--- src/hdl/kpdu_pkg.sv ---
// Shared types, constants and the nibble character table for the keyed
// packet decrypt and unpack block. No dependencies.
package kpdu_pkg;

    localparam int unsigned BYTE_W  = 8;
    localparam int unsigned COUNT_W = 7;
    localparam int unsigned Q_DEPTH = 2;
    localparam int unsigned Q_PTR_W = $clog2(Q_DEPTH);
    localparam int unsigned Q_CNT_W = $clog2(Q_DEPTH + 1);

    localparam logic [BYTE_W-1:0] FIRST_SUB  = 8'h0F;
    localparam logic [BYTE_W-1:0] KEY_BIAS   = 8'h40;
    localparam logic [BYTE_W-1:0] XOR_MASK   = 8'hC3;
    localparam logic [BYTE_W-1:0] END_MARK   = 8'hFF;
    localparam logic [BYTE_W-1:0] RAW_MASK   = 8'hFF;

    // Transform variants picked by key bits 7:6
    typedef enum logic [1:0] {
        XF_DIFF     = 2'd0,
        XF_SUM      = 2'd1,
        XF_DIFF_XOR = 2'd2,
        XF_SUM_XOR  = 2'd3
    } t_xform;

    // One queue entry: the one or two results caused by one request
    typedef struct packed {
        logic [BYTE_W-1:0] ch_a;     // first character
        logic [BYTE_W-1:0] ch_b;     // second character, packed bytes only
        logic              two;      // entry carries two results
        logic              valid_a;  // first result carries a character
        logic              end_last; // last result ends the packet
    } t_entry;

    // Queue status seen by both sides
    typedef struct packed {
        logic full;
        logic empty;
    } t_q_stat;

    // Nibble to character lookup
    function automatic logic [BYTE_W-1:0] nibble_char(input logic [3:0] nib);
        logic [BYTE_W-1:0] ch;
        unique case (nib)
            4'h0:    ch = 8'h00;
            4'h1:    ch = 8'h20;
            4'h2:    ch = 8'h2D;
            4'h3:    ch = 8'h2E;
            4'h4:    ch = 8'h30;
            4'h5:    ch = 8'h31;
            4'h6:    ch = 8'h32;
            4'h7:    ch = 8'h33;
            4'h8:    ch = 8'h34;
            4'h9:    ch = 8'h35;
            4'hA:    ch = 8'h36;
            4'hB:    ch = 8'h37;
            4'hC:    ch = 8'h38;
            4'hD:    ch = 8'h39;
            4'hE:    ch = 8'hFF;
            default: ch = 8'h00;
        endcase
        return ch;
    endfunction

endpackage

--- src/hdl/kpdu_front.sv ---
// Front end: decrypts each request, tracks chunk state and classifies the
// request, turning one that has a result into a queue entry. Depends on kpdu_pkg.
module kpdu_front (
    input  logic                     i_clk,
    input  logic                     i_rst_n,
    input  logic                     i_cfg_we,
    input  logic [kpdu_pkg::BYTE_W-1:0] i_cfg_data,
    input  logic                     i_in_valid,
    output logic                     o_in_ready,
    input  logic [kpdu_pkg::BYTE_W-1:0] i_cipher_byte,
    input  logic                     i_first_packet,
    input  kpdu_pkg::t_q_stat        i_q_stat,
    output logic                     o_push,
    output kpdu_pkg::t_entry         o_entry
);
    import kpdu_pkg::*;

    typedef enum logic [1:0] {
        MODE_HEADER = 2'd0,
        MODE_RAW    = 2'd1,
        MODE_PACKED = 2'd2
    } t_mode;

    logic [BYTE_W-1:0]  r_key;
    t_mode              r_mode, n_mode;
    logic [COUNT_W-1:0] r_left, n_left;

    logic [BYTE_W-1:0]  sum, diff, plain;
    logic               is_end, accept, has_result;
    logic [COUNT_W-1:0] left_dec;
    logic [COUNT_W:0]   half_cnt;
    t_entry             entry;

    assign o_in_ready = !i_q_stat.full;
    assign accept     = i_in_valid && o_in_ready;

    // Decrypt the cipher byte
    always_comb begin
        sum  = i_cipher_byte + r_key + KEY_BIAS;
        diff = i_cipher_byte - r_key - KEY_BIAS;
        unique case (t_xform'(r_key[7:6]))
            XF_DIFF:     plain = diff;
            XF_SUM:      plain = sum;
            XF_DIFF_XOR: plain = diff ^ XOR_MASK;
            XF_SUM_XOR:  plain = sum ^ XOR_MASK;
            default:     plain = diff;
        endcase
        if (i_first_packet) begin
            plain = i_cipher_byte - FIRST_SUB;
        end
    end

    // Classify the request and compute next chunk state
    always_comb begin
        is_end     = (plain == END_MARK);
        left_dec   = r_left - COUNT_W'(1);
        half_cnt   = ({1'b0, plain[COUNT_W-1:0]} + (COUNT_W+1)'(1)) >> 1;
        n_mode     = r_mode;
        n_left     = r_left;
        has_result = 1'b0;
        entry      = '0;
        unique case (r_mode)
            MODE_RAW: begin
                has_result     = 1'b1;
                entry.ch_a     = plain ^ RAW_MASK;
                entry.valid_a  = 1'b1;
                entry.end_last = is_end;
                n_left         = left_dec;
                if (left_dec == '0) begin
                    n_mode = MODE_HEADER;
                end
            end
            MODE_PACKED: begin
                has_result     = 1'b1;
                entry.ch_a     = nibble_char(plain[7:4]);
                entry.ch_b     = nibble_char(plain[3:0]);
                entry.valid_a  = 1'b1;
                entry.end_last = is_end;
                if (plain[3:0] == 4'h0) begin
                    n_mode = MODE_HEADER;
                    n_left = '0;
                end else begin
                    entry.two = 1'b1;
                    n_left    = left_dec;
                    if (left_dec == '0) begin
                        n_mode = MODE_HEADER;
                    end
                end
            end
            default: begin
                if (is_end) begin
                    has_result     = 1'b1;
                    entry.end_last = 1'b1;
                end else if (plain[7]) begin
                    n_left = half_cnt[COUNT_W-1:0];
                    n_mode = (half_cnt == '0) ? MODE_HEADER : MODE_PACKED;
                end else begin
                    n_left = plain[COUNT_W-1:0];
                    n_mode = (plain[COUNT_W-1:0] == '0) ? MODE_HEADER : MODE_RAW;
                end
            end
        endcase
        // End marker always returns to header
        if (is_end) begin
            n_mode = MODE_HEADER;
            n_left = '0;
        end
    end

    assign o_push  = accept && has_result;
    assign o_entry = entry;

    // Hold key and chunk state
    always_ff @(posedge i_clk) begin
        if (!i_rst_n) begin
            r_key  <= '0;
            r_mode <= MODE_HEADER;
            r_left <= '0;
        end else begin
            if (i_cfg_we) begin
                r_key <= i_cfg_data;
            end
            if (accept) begin
                r_mode <= n_mode;
                r_left <= n_left;
            end
        end
    end

endmodule

--- src/hdl/kpdu_queue.sv ---
// Short entry queue between front and back ends.
// Depends on kpdu_pkg.
module kpdu_queue (
    input  logic              i_clk,
    input  logic              i_rst_n,
    input  logic              i_push,
    input  kpdu_pkg::t_entry  i_entry,
    input  logic              i_pop,
    output kpdu_pkg::t_entry  o_head,
    output kpdu_pkg::t_q_stat o_stat
);
    import kpdu_pkg::*;

    t_entry             r_mem [Q_DEPTH];
    logic [Q_PTR_W-1:0] r_wp, r_rp;
    logic [Q_CNT_W-1:0] r_cnt;
    logic               do_push, do_pop;

    assign o_stat.full  = (r_cnt == Q_CNT_W'(Q_DEPTH));
    assign o_stat.empty = (r_cnt == '0);
    assign o_head       = r_mem[r_rp];
    assign do_push      = i_push && !o_stat.full;
    assign do_pop       = i_pop && !o_stat.empty;

    // Store entries
    always_ff @(posedge i_clk) begin
        if (do_push) begin
            r_mem[r_wp] <= i_entry;
        end
    end

    // Advance pointers and count
    always_ff @(posedge i_clk) begin
        if (!i_rst_n) begin
            r_wp  <= '0;
            r_rp  <= '0;
            r_cnt <= '0;
        end else begin
            if (do_push) begin
                r_wp <= (r_wp == Q_PTR_W'(Q_DEPTH - 1)) ? '0 : r_wp + Q_PTR_W'(1);
            end
            if (do_pop) begin
                r_rp <= (r_rp == Q_PTR_W'(Q_DEPTH - 1)) ? '0 : r_rp + Q_PTR_W'(1);
            end
            if (do_push && !do_pop) begin
                r_cnt <= r_cnt + Q_CNT_W'(1);
            end else if (do_pop && !do_push) begin
                r_cnt <= r_cnt - Q_CNT_W'(1);
            end
        end
    end

endmodule

--- src/hdl/kpdu_back.sv ---
// Back end: streams the results of each queue entry, one per cycle while the
// output is not stalled, into the output register. Depends on kpdu_pkg.
module kpdu_back (
    input  logic                        i_clk,
    input  logic                        i_rst_n,
    input  kpdu_pkg::t_entry            i_head,
    input  kpdu_pkg::t_q_stat           i_q_stat,
    output logic                        o_pop,
    output logic                        o_out_valid,
    input  logic                        i_out_ready,
    output logic [kpdu_pkg::BYTE_W-1:0] o_char_out,
    output logic                        o_char_valid,
    output logic                        o_packet_end
);
    import kpdu_pkg::*;

    logic              r_valid;
    logic              r_sel;
    logic [BYTE_W-1:0] r_char;
    logic              r_cvalid;
    logic              r_end;
    logic              load;

    assign load  = (!r_valid || i_out_ready) && !i_q_stat.empty;
    assign o_pop = load && (r_sel || !i_head.two);

    // Control: output valid and result select
    always_ff @(posedge i_clk) begin
        if (!i_rst_n) begin
            r_valid <= 1'b0;
            r_sel   <= 1'b0;
        end else begin
            if (load) begin
                r_valid <= 1'b1;
                r_sel   <= !r_sel && i_head.two;
            end else if (i_out_ready) begin
                r_valid <= 1'b0;
            end
        end
    end

    // Payload: load the selected result
    always_ff @(posedge i_clk) begin
        if (load) begin
            if (r_sel) begin
                r_char   <= i_head.ch_b;
                r_cvalid <= 1'b1;
                r_end    <= i_head.end_last;
            end else begin
                r_char   <= i_head.ch_a;
                r_cvalid <= i_head.valid_a;
                r_end    <= i_head.end_last && !i_head.two;
            end
        end
    end

    assign o_out_valid  = r_valid;
    assign o_char_out   = r_char;
    assign o_char_valid = r_cvalid;
    assign o_packet_end = r_end;

endmodule

--- src/hdl/keyed_packet_decrypt_unpack_core.sv ---
// Keyed packet decrypt and chunk unpack, top level.
// A request's results pass through the two-entry queue and then the output register.
// Requests are taken one per cycle while the queue is not full; the output register
// sends one result per cycle while not stalled, so a packed byte with two results uses it twice.
// Reset (i_rst_n low, synchronous): key cleared, unpacker expects a header,
// queue and output register empty.
module keyed_packet_decrypt_unpack_core (
    input  logic                        i_clk,
    input  logic                        i_rst_n,
    input  logic                        i_cfg_we,
    input  logic [kpdu_pkg::BYTE_W-1:0] i_cfg_data,
    input  logic                        i_in_valid,
    output logic                        o_in_ready,
    input  logic [kpdu_pkg::BYTE_W-1:0] i_cipher_byte,
    input  logic                        i_first_packet,
    output logic                        o_out_valid,
    input  logic                        i_out_ready,
    output logic [kpdu_pkg::BYTE_W-1:0] o_char_out,
    output logic                        o_char_valid,
    output logic                        o_packet_end
);
    import kpdu_pkg::*;

    t_entry  push_entry, head;
    t_q_stat q_stat;
    logic    push, pop;

    kpdu_front u_front (
        .i_clk          (i_clk),
        .i_rst_n        (i_rst_n),
        .i_cfg_we       (i_cfg_we),
        .i_cfg_data     (i_cfg_data),
        .i_in_valid     (i_in_valid),
        .o_in_ready     (o_in_ready),
        .i_cipher_byte  (i_cipher_byte),
        .i_first_packet (i_first_packet),
        .i_q_stat       (q_stat),
        .o_push         (push),
        .o_entry        (push_entry)
    );

    kpdu_queue u_queue (
        .i_clk   (i_clk),
        .i_rst_n (i_rst_n),
        .i_push  (push),
        .i_entry (push_entry),
        .i_pop   (pop),
        .o_head  (head),
        .o_stat  (q_stat)
    );

    kpdu_back u_back (
        .i_clk        (i_clk),
        .i_rst_n      (i_rst_n),
        .i_head       (head),
        .i_q_stat     (q_stat),
        .o_pop        (pop),
        .o_out_valid  (o_out_valid),
        .i_out_ready  (i_out_ready),
        .o_char_out   (o_char_out),
        .o_char_valid (o_char_valid),
        .o_packet_end (o_packet_end)
    );

endmodule

--- config.mk ---
export PLATFORM = sky130hd
export DESIGN_NAME = keyed_packet_decrypt_unpack_core
export DESIGN_NICKNAME = d
export VERILOG_FILES = /design/src/hdl/kpdu_pkg.sv /design/src/hdl/kpdu_front.sv /design/src/hdl/kpdu_queue.sv /design/src/hdl/kpdu_back.sv /design/src/hdl/keyed_packet_decrypt_unpack_core.sv
export SDC_FILE = /design/constraint.sdc
export NUM_CORES = 1
export LEC_CHECK = 0
export ABC_AREA = 0
export BUFFER_PORTS_ARGS = -buffer_cell sky130_fd_sc_hd__buf_2
export CAP_MARGIN = 20
export CORE_MARGIN = 3
export CORE_UTILIZATION = 60
export DETAILED_ROUTE_END_ITERATION = 10
export GPL_ROUTABILITY_DRIVEN = 0
export GPL_TIMING_DRIVEN = 0
export PLACE_DENSITY = 0.79
export SLEW_MARGIN = 20
export SYNTH_ARGS = -nofsm -noshare
export SYNTH_HDL_FRONTEND = slang
export SYNTH_SLANG_ARGS = --single-unit
--- constraint.sdc ---
create_clock -name i_clk -period 9.3 [get_ports i_clk]
set_input_delay 0.93 -clock i_clk [delete_from_list [all_inputs] [get_ports i_clk]]
set_output_delay 0.93 -clock i_clk [all_outputs]
set_load 0.005 [all_outputs]
==> flow_summary.toml <==
[cts]
cts_root_buf = "clkbuf_8"
cts_tree = "built"
cts_setup_buffers = 0
cts_buffers = 9
cts_hold_buffers = 0
cts-resized-gates = 0
insertion_delay_ns = 0.35
path_clk_slew_ns = 0.08
cts_sinks = 70
htree_levels = 3
clk_path_buf_depth = 2

[route]
drtIter0Drc = 277
firstDrtPassIters = 4
via_count = 3829
totalWireLength_mm = 10.90
vias_per_cell = 6.078
drcViolationCount = 0
post_drt_wl_per_cell_um = 17.30
ant_nets = 0

[worst_setup_path]
rr_worst_depth = 18
crit_required_ns = 9.27
r2r-start = "u_front.r_key[1]"
r2r_slack_ns = 4.40
path_max_fanout = 18
start_kind = "input pin"
cp-startpoint = "i_cipher_byte[1]"
cp.arrival_ns = 5.21
r2r-end = "u_queue.r_mem[1][3]"
path_class = "in -> reg"
cp-end-kind = "register"

[run]
cap_violations = 0

[grt]
antenna_found_initial = 0
grtUsageTotal = 0.2616
gr-total-overflow = 0
grt_pass1_wl_mm = 18.31
grt_max_degree = 19
grt_pass1_vias = 3765

[min_path]
whs_path_depth = 2
hold_path.class = "reg -> reg"
min_from = "u_queue.r_wp"
min_to = "u_queue.r_wp"

[yosys]
ys_seq_elements = 70
synth_fp_nets = 549
ys_types = 62
netlist_instances = 483
synth_seq_area_share = 0.3895
yosysTopAreaCellShare = 0.2890
synth_area_um2 = 4780
avgSynthCellArea_um2 = 9.896
synthTopCellsByCount = "nor2_1 (47), edfxtp_1 (46), ha_1 (42), nand2_1 (40), inv_1 (34)"
synth_edf_count = 46
synth_ff_type = "edfxtp_1"
ys_warn_count = 0
async_flop_share = 0
yosysMostFrequentCell = "nor2_1"
yosys-top-cells-area = "edfxtp_1 (29%), ha_1 (11%), dfxtp_1 (10%)"
synth_top_area_cell = "edfxtp_1"

[power]
vdd_drop_max_mv = 0.08753
p_per_area_nw_per_um2 = 209.9
cellLeakagePower_nw = 2.084

[timing]
rsz0062_at_grt = "false"
fin_skew_ns = 0.009804
period_share = 0.5632
holdWs_ns = 0.5130
worst_pin_slew_ns = 0.9478
hold_viol = 0
drv_slew = 0
setup_slack_ns = 4.062
setup_viol = 0
min_period_ns = 5.238
timing.slew.headroom = 0.3658
fin_setup_tns_ns = 0
max_freq_mhz = 190.9

[status]
status = "finished, final reports clean"

[place]
pre_cts_slack_ns = 3.775
dpl.cell_count = 614
portBuffers = 31
place_hpwl_mm = 8.425

[final_layout]
nFillCells = 561
fin_cells = 630
diodes = 0
synthToLayoutAreaGrowth_pct = 10.26
seqCellArea_um2 = 1862
nNetsFinal = 592
final_util = 0.7040
drive_above_1_share = 0.1469
multi_input_area_um2 = 2718

[floorplan]
core_area_um2 = 7486
start_util = 0.6385
die_y_um = 95.25
die_x_um = 95.25
fp-row-count = 31
die-area_um2 = 9073
pin_count = 34
## where the power goes
group	internal (mW)	total, mW	leakage (nW)	switching, mW
sequential	0.404	0.433	0.624	0.0296
clock	0.125	0.249	0.0996	0.124
combinational	0.174	0.424	1.36	0.250
total	0.703	1.11	2.08	0.403
## state kept, by name (all words and copies together), names as in the netlist, 2 cells and up, named ones only
register and flops:
u_queue.r_mem 36, u_back.o_char_out 8, u_front.r_key 8, u_front.r_left 7, u_front.r_mode 2, u_queue.r_cnt 2
## routing by layer
layer  up-vias  track usage  share of wire
li1       1857            -              -
met5         -            0              0
met3        22      0.04893          0.047
met2       113       0.4321           0.50
met1      1837       0.3428           0.43
met4         0      0.09495          0.022
## critical path: stages
cell	delay [ns]
buf_2	0.15
ha_1	0.32
inv_1	0.07
ha_1	0.17
inv_1	0.06
fa_1	0.40
nor2b_1	0.22
o21a_1	0.17
nor3_1	0.06
o211ai_1	0.16
and3_1	0.19
clkbuf_1	0.38
ha_1	0.32
inv_1	0.06
nor2_1	0.29
nand2_1	0.23
a21oi_2	0.29
and2_1	0.72
## area by class of cell
class / instances / share of cell area
clock inverters: 7 / 0.01401
flip-flops and latches: 70 / 0.3533
repair buffers: 32 / 0.03158
well taps: 99 / 0.02350
inverters: 35 / 0.02493
clock buffers: 9 / 0.02350
plain buffers: 17 / 0.01353
multi-input cells: 361 / 0.5157
## metrics by stage
step                instance area [µm²]  power [mW]
detailed placement                 5072      0.8594
global route                       5270       1.178
finish                             5270       1.106
CTS                                5270       1.107
global placement                   5059      0.8345
floorplan                          4780      0.7362
## how the worst max path moves through the flow
| stage | endpoint | slack [ns] |
|---|---|---|
| 2_1_floorplan | u_queue.r_mem[0][0] | 4.35 |
| 3_3_place_gp | u_queue.r_mem[0][6] | 3.26 |
| 3_5_place_dp | u_queue.r_mem[1][14] | 3.77 |
| 4_1_cts | u_queue.r_mem[1][16] | 4.12 |
| 5_1_grt | u_queue.r_mem[1][5] | 3.75 |
| 6_report | u_queue.r_mem[1][3] | 4.06 |
## logic make-up after synthesis
kind of cell    Yosys count  share of synthesized area
fa+ha+maj                44                     0.1183
buf+inv                  52                    0.04241
xor+xnor                 23                    0.04372
simple gates            162                     0.1691
flops                    70                     0.3895
compound gates          101                     0.1500
mux                      31                    0.08691
## placed cells by master (no fill, tap or decap), types with 9 or more instances in the layout
cell type / count
xnor2_1: 12
nand2b_1: 11
clkbuf_1: 12
edfxtp_1: 46
a21oi_1: 18
nand2_1: 40
buf_2: 34
nor3_1: 12
nand3_1: 10
ha_1: 42
xor2_1: 10
nor2_1: 47
inv_1: 34
dfxtp_1: 24
o21ai_0: 13
clkbuf_8: 9
mux2i_1: 19
(Power assumes the default switching activity.)
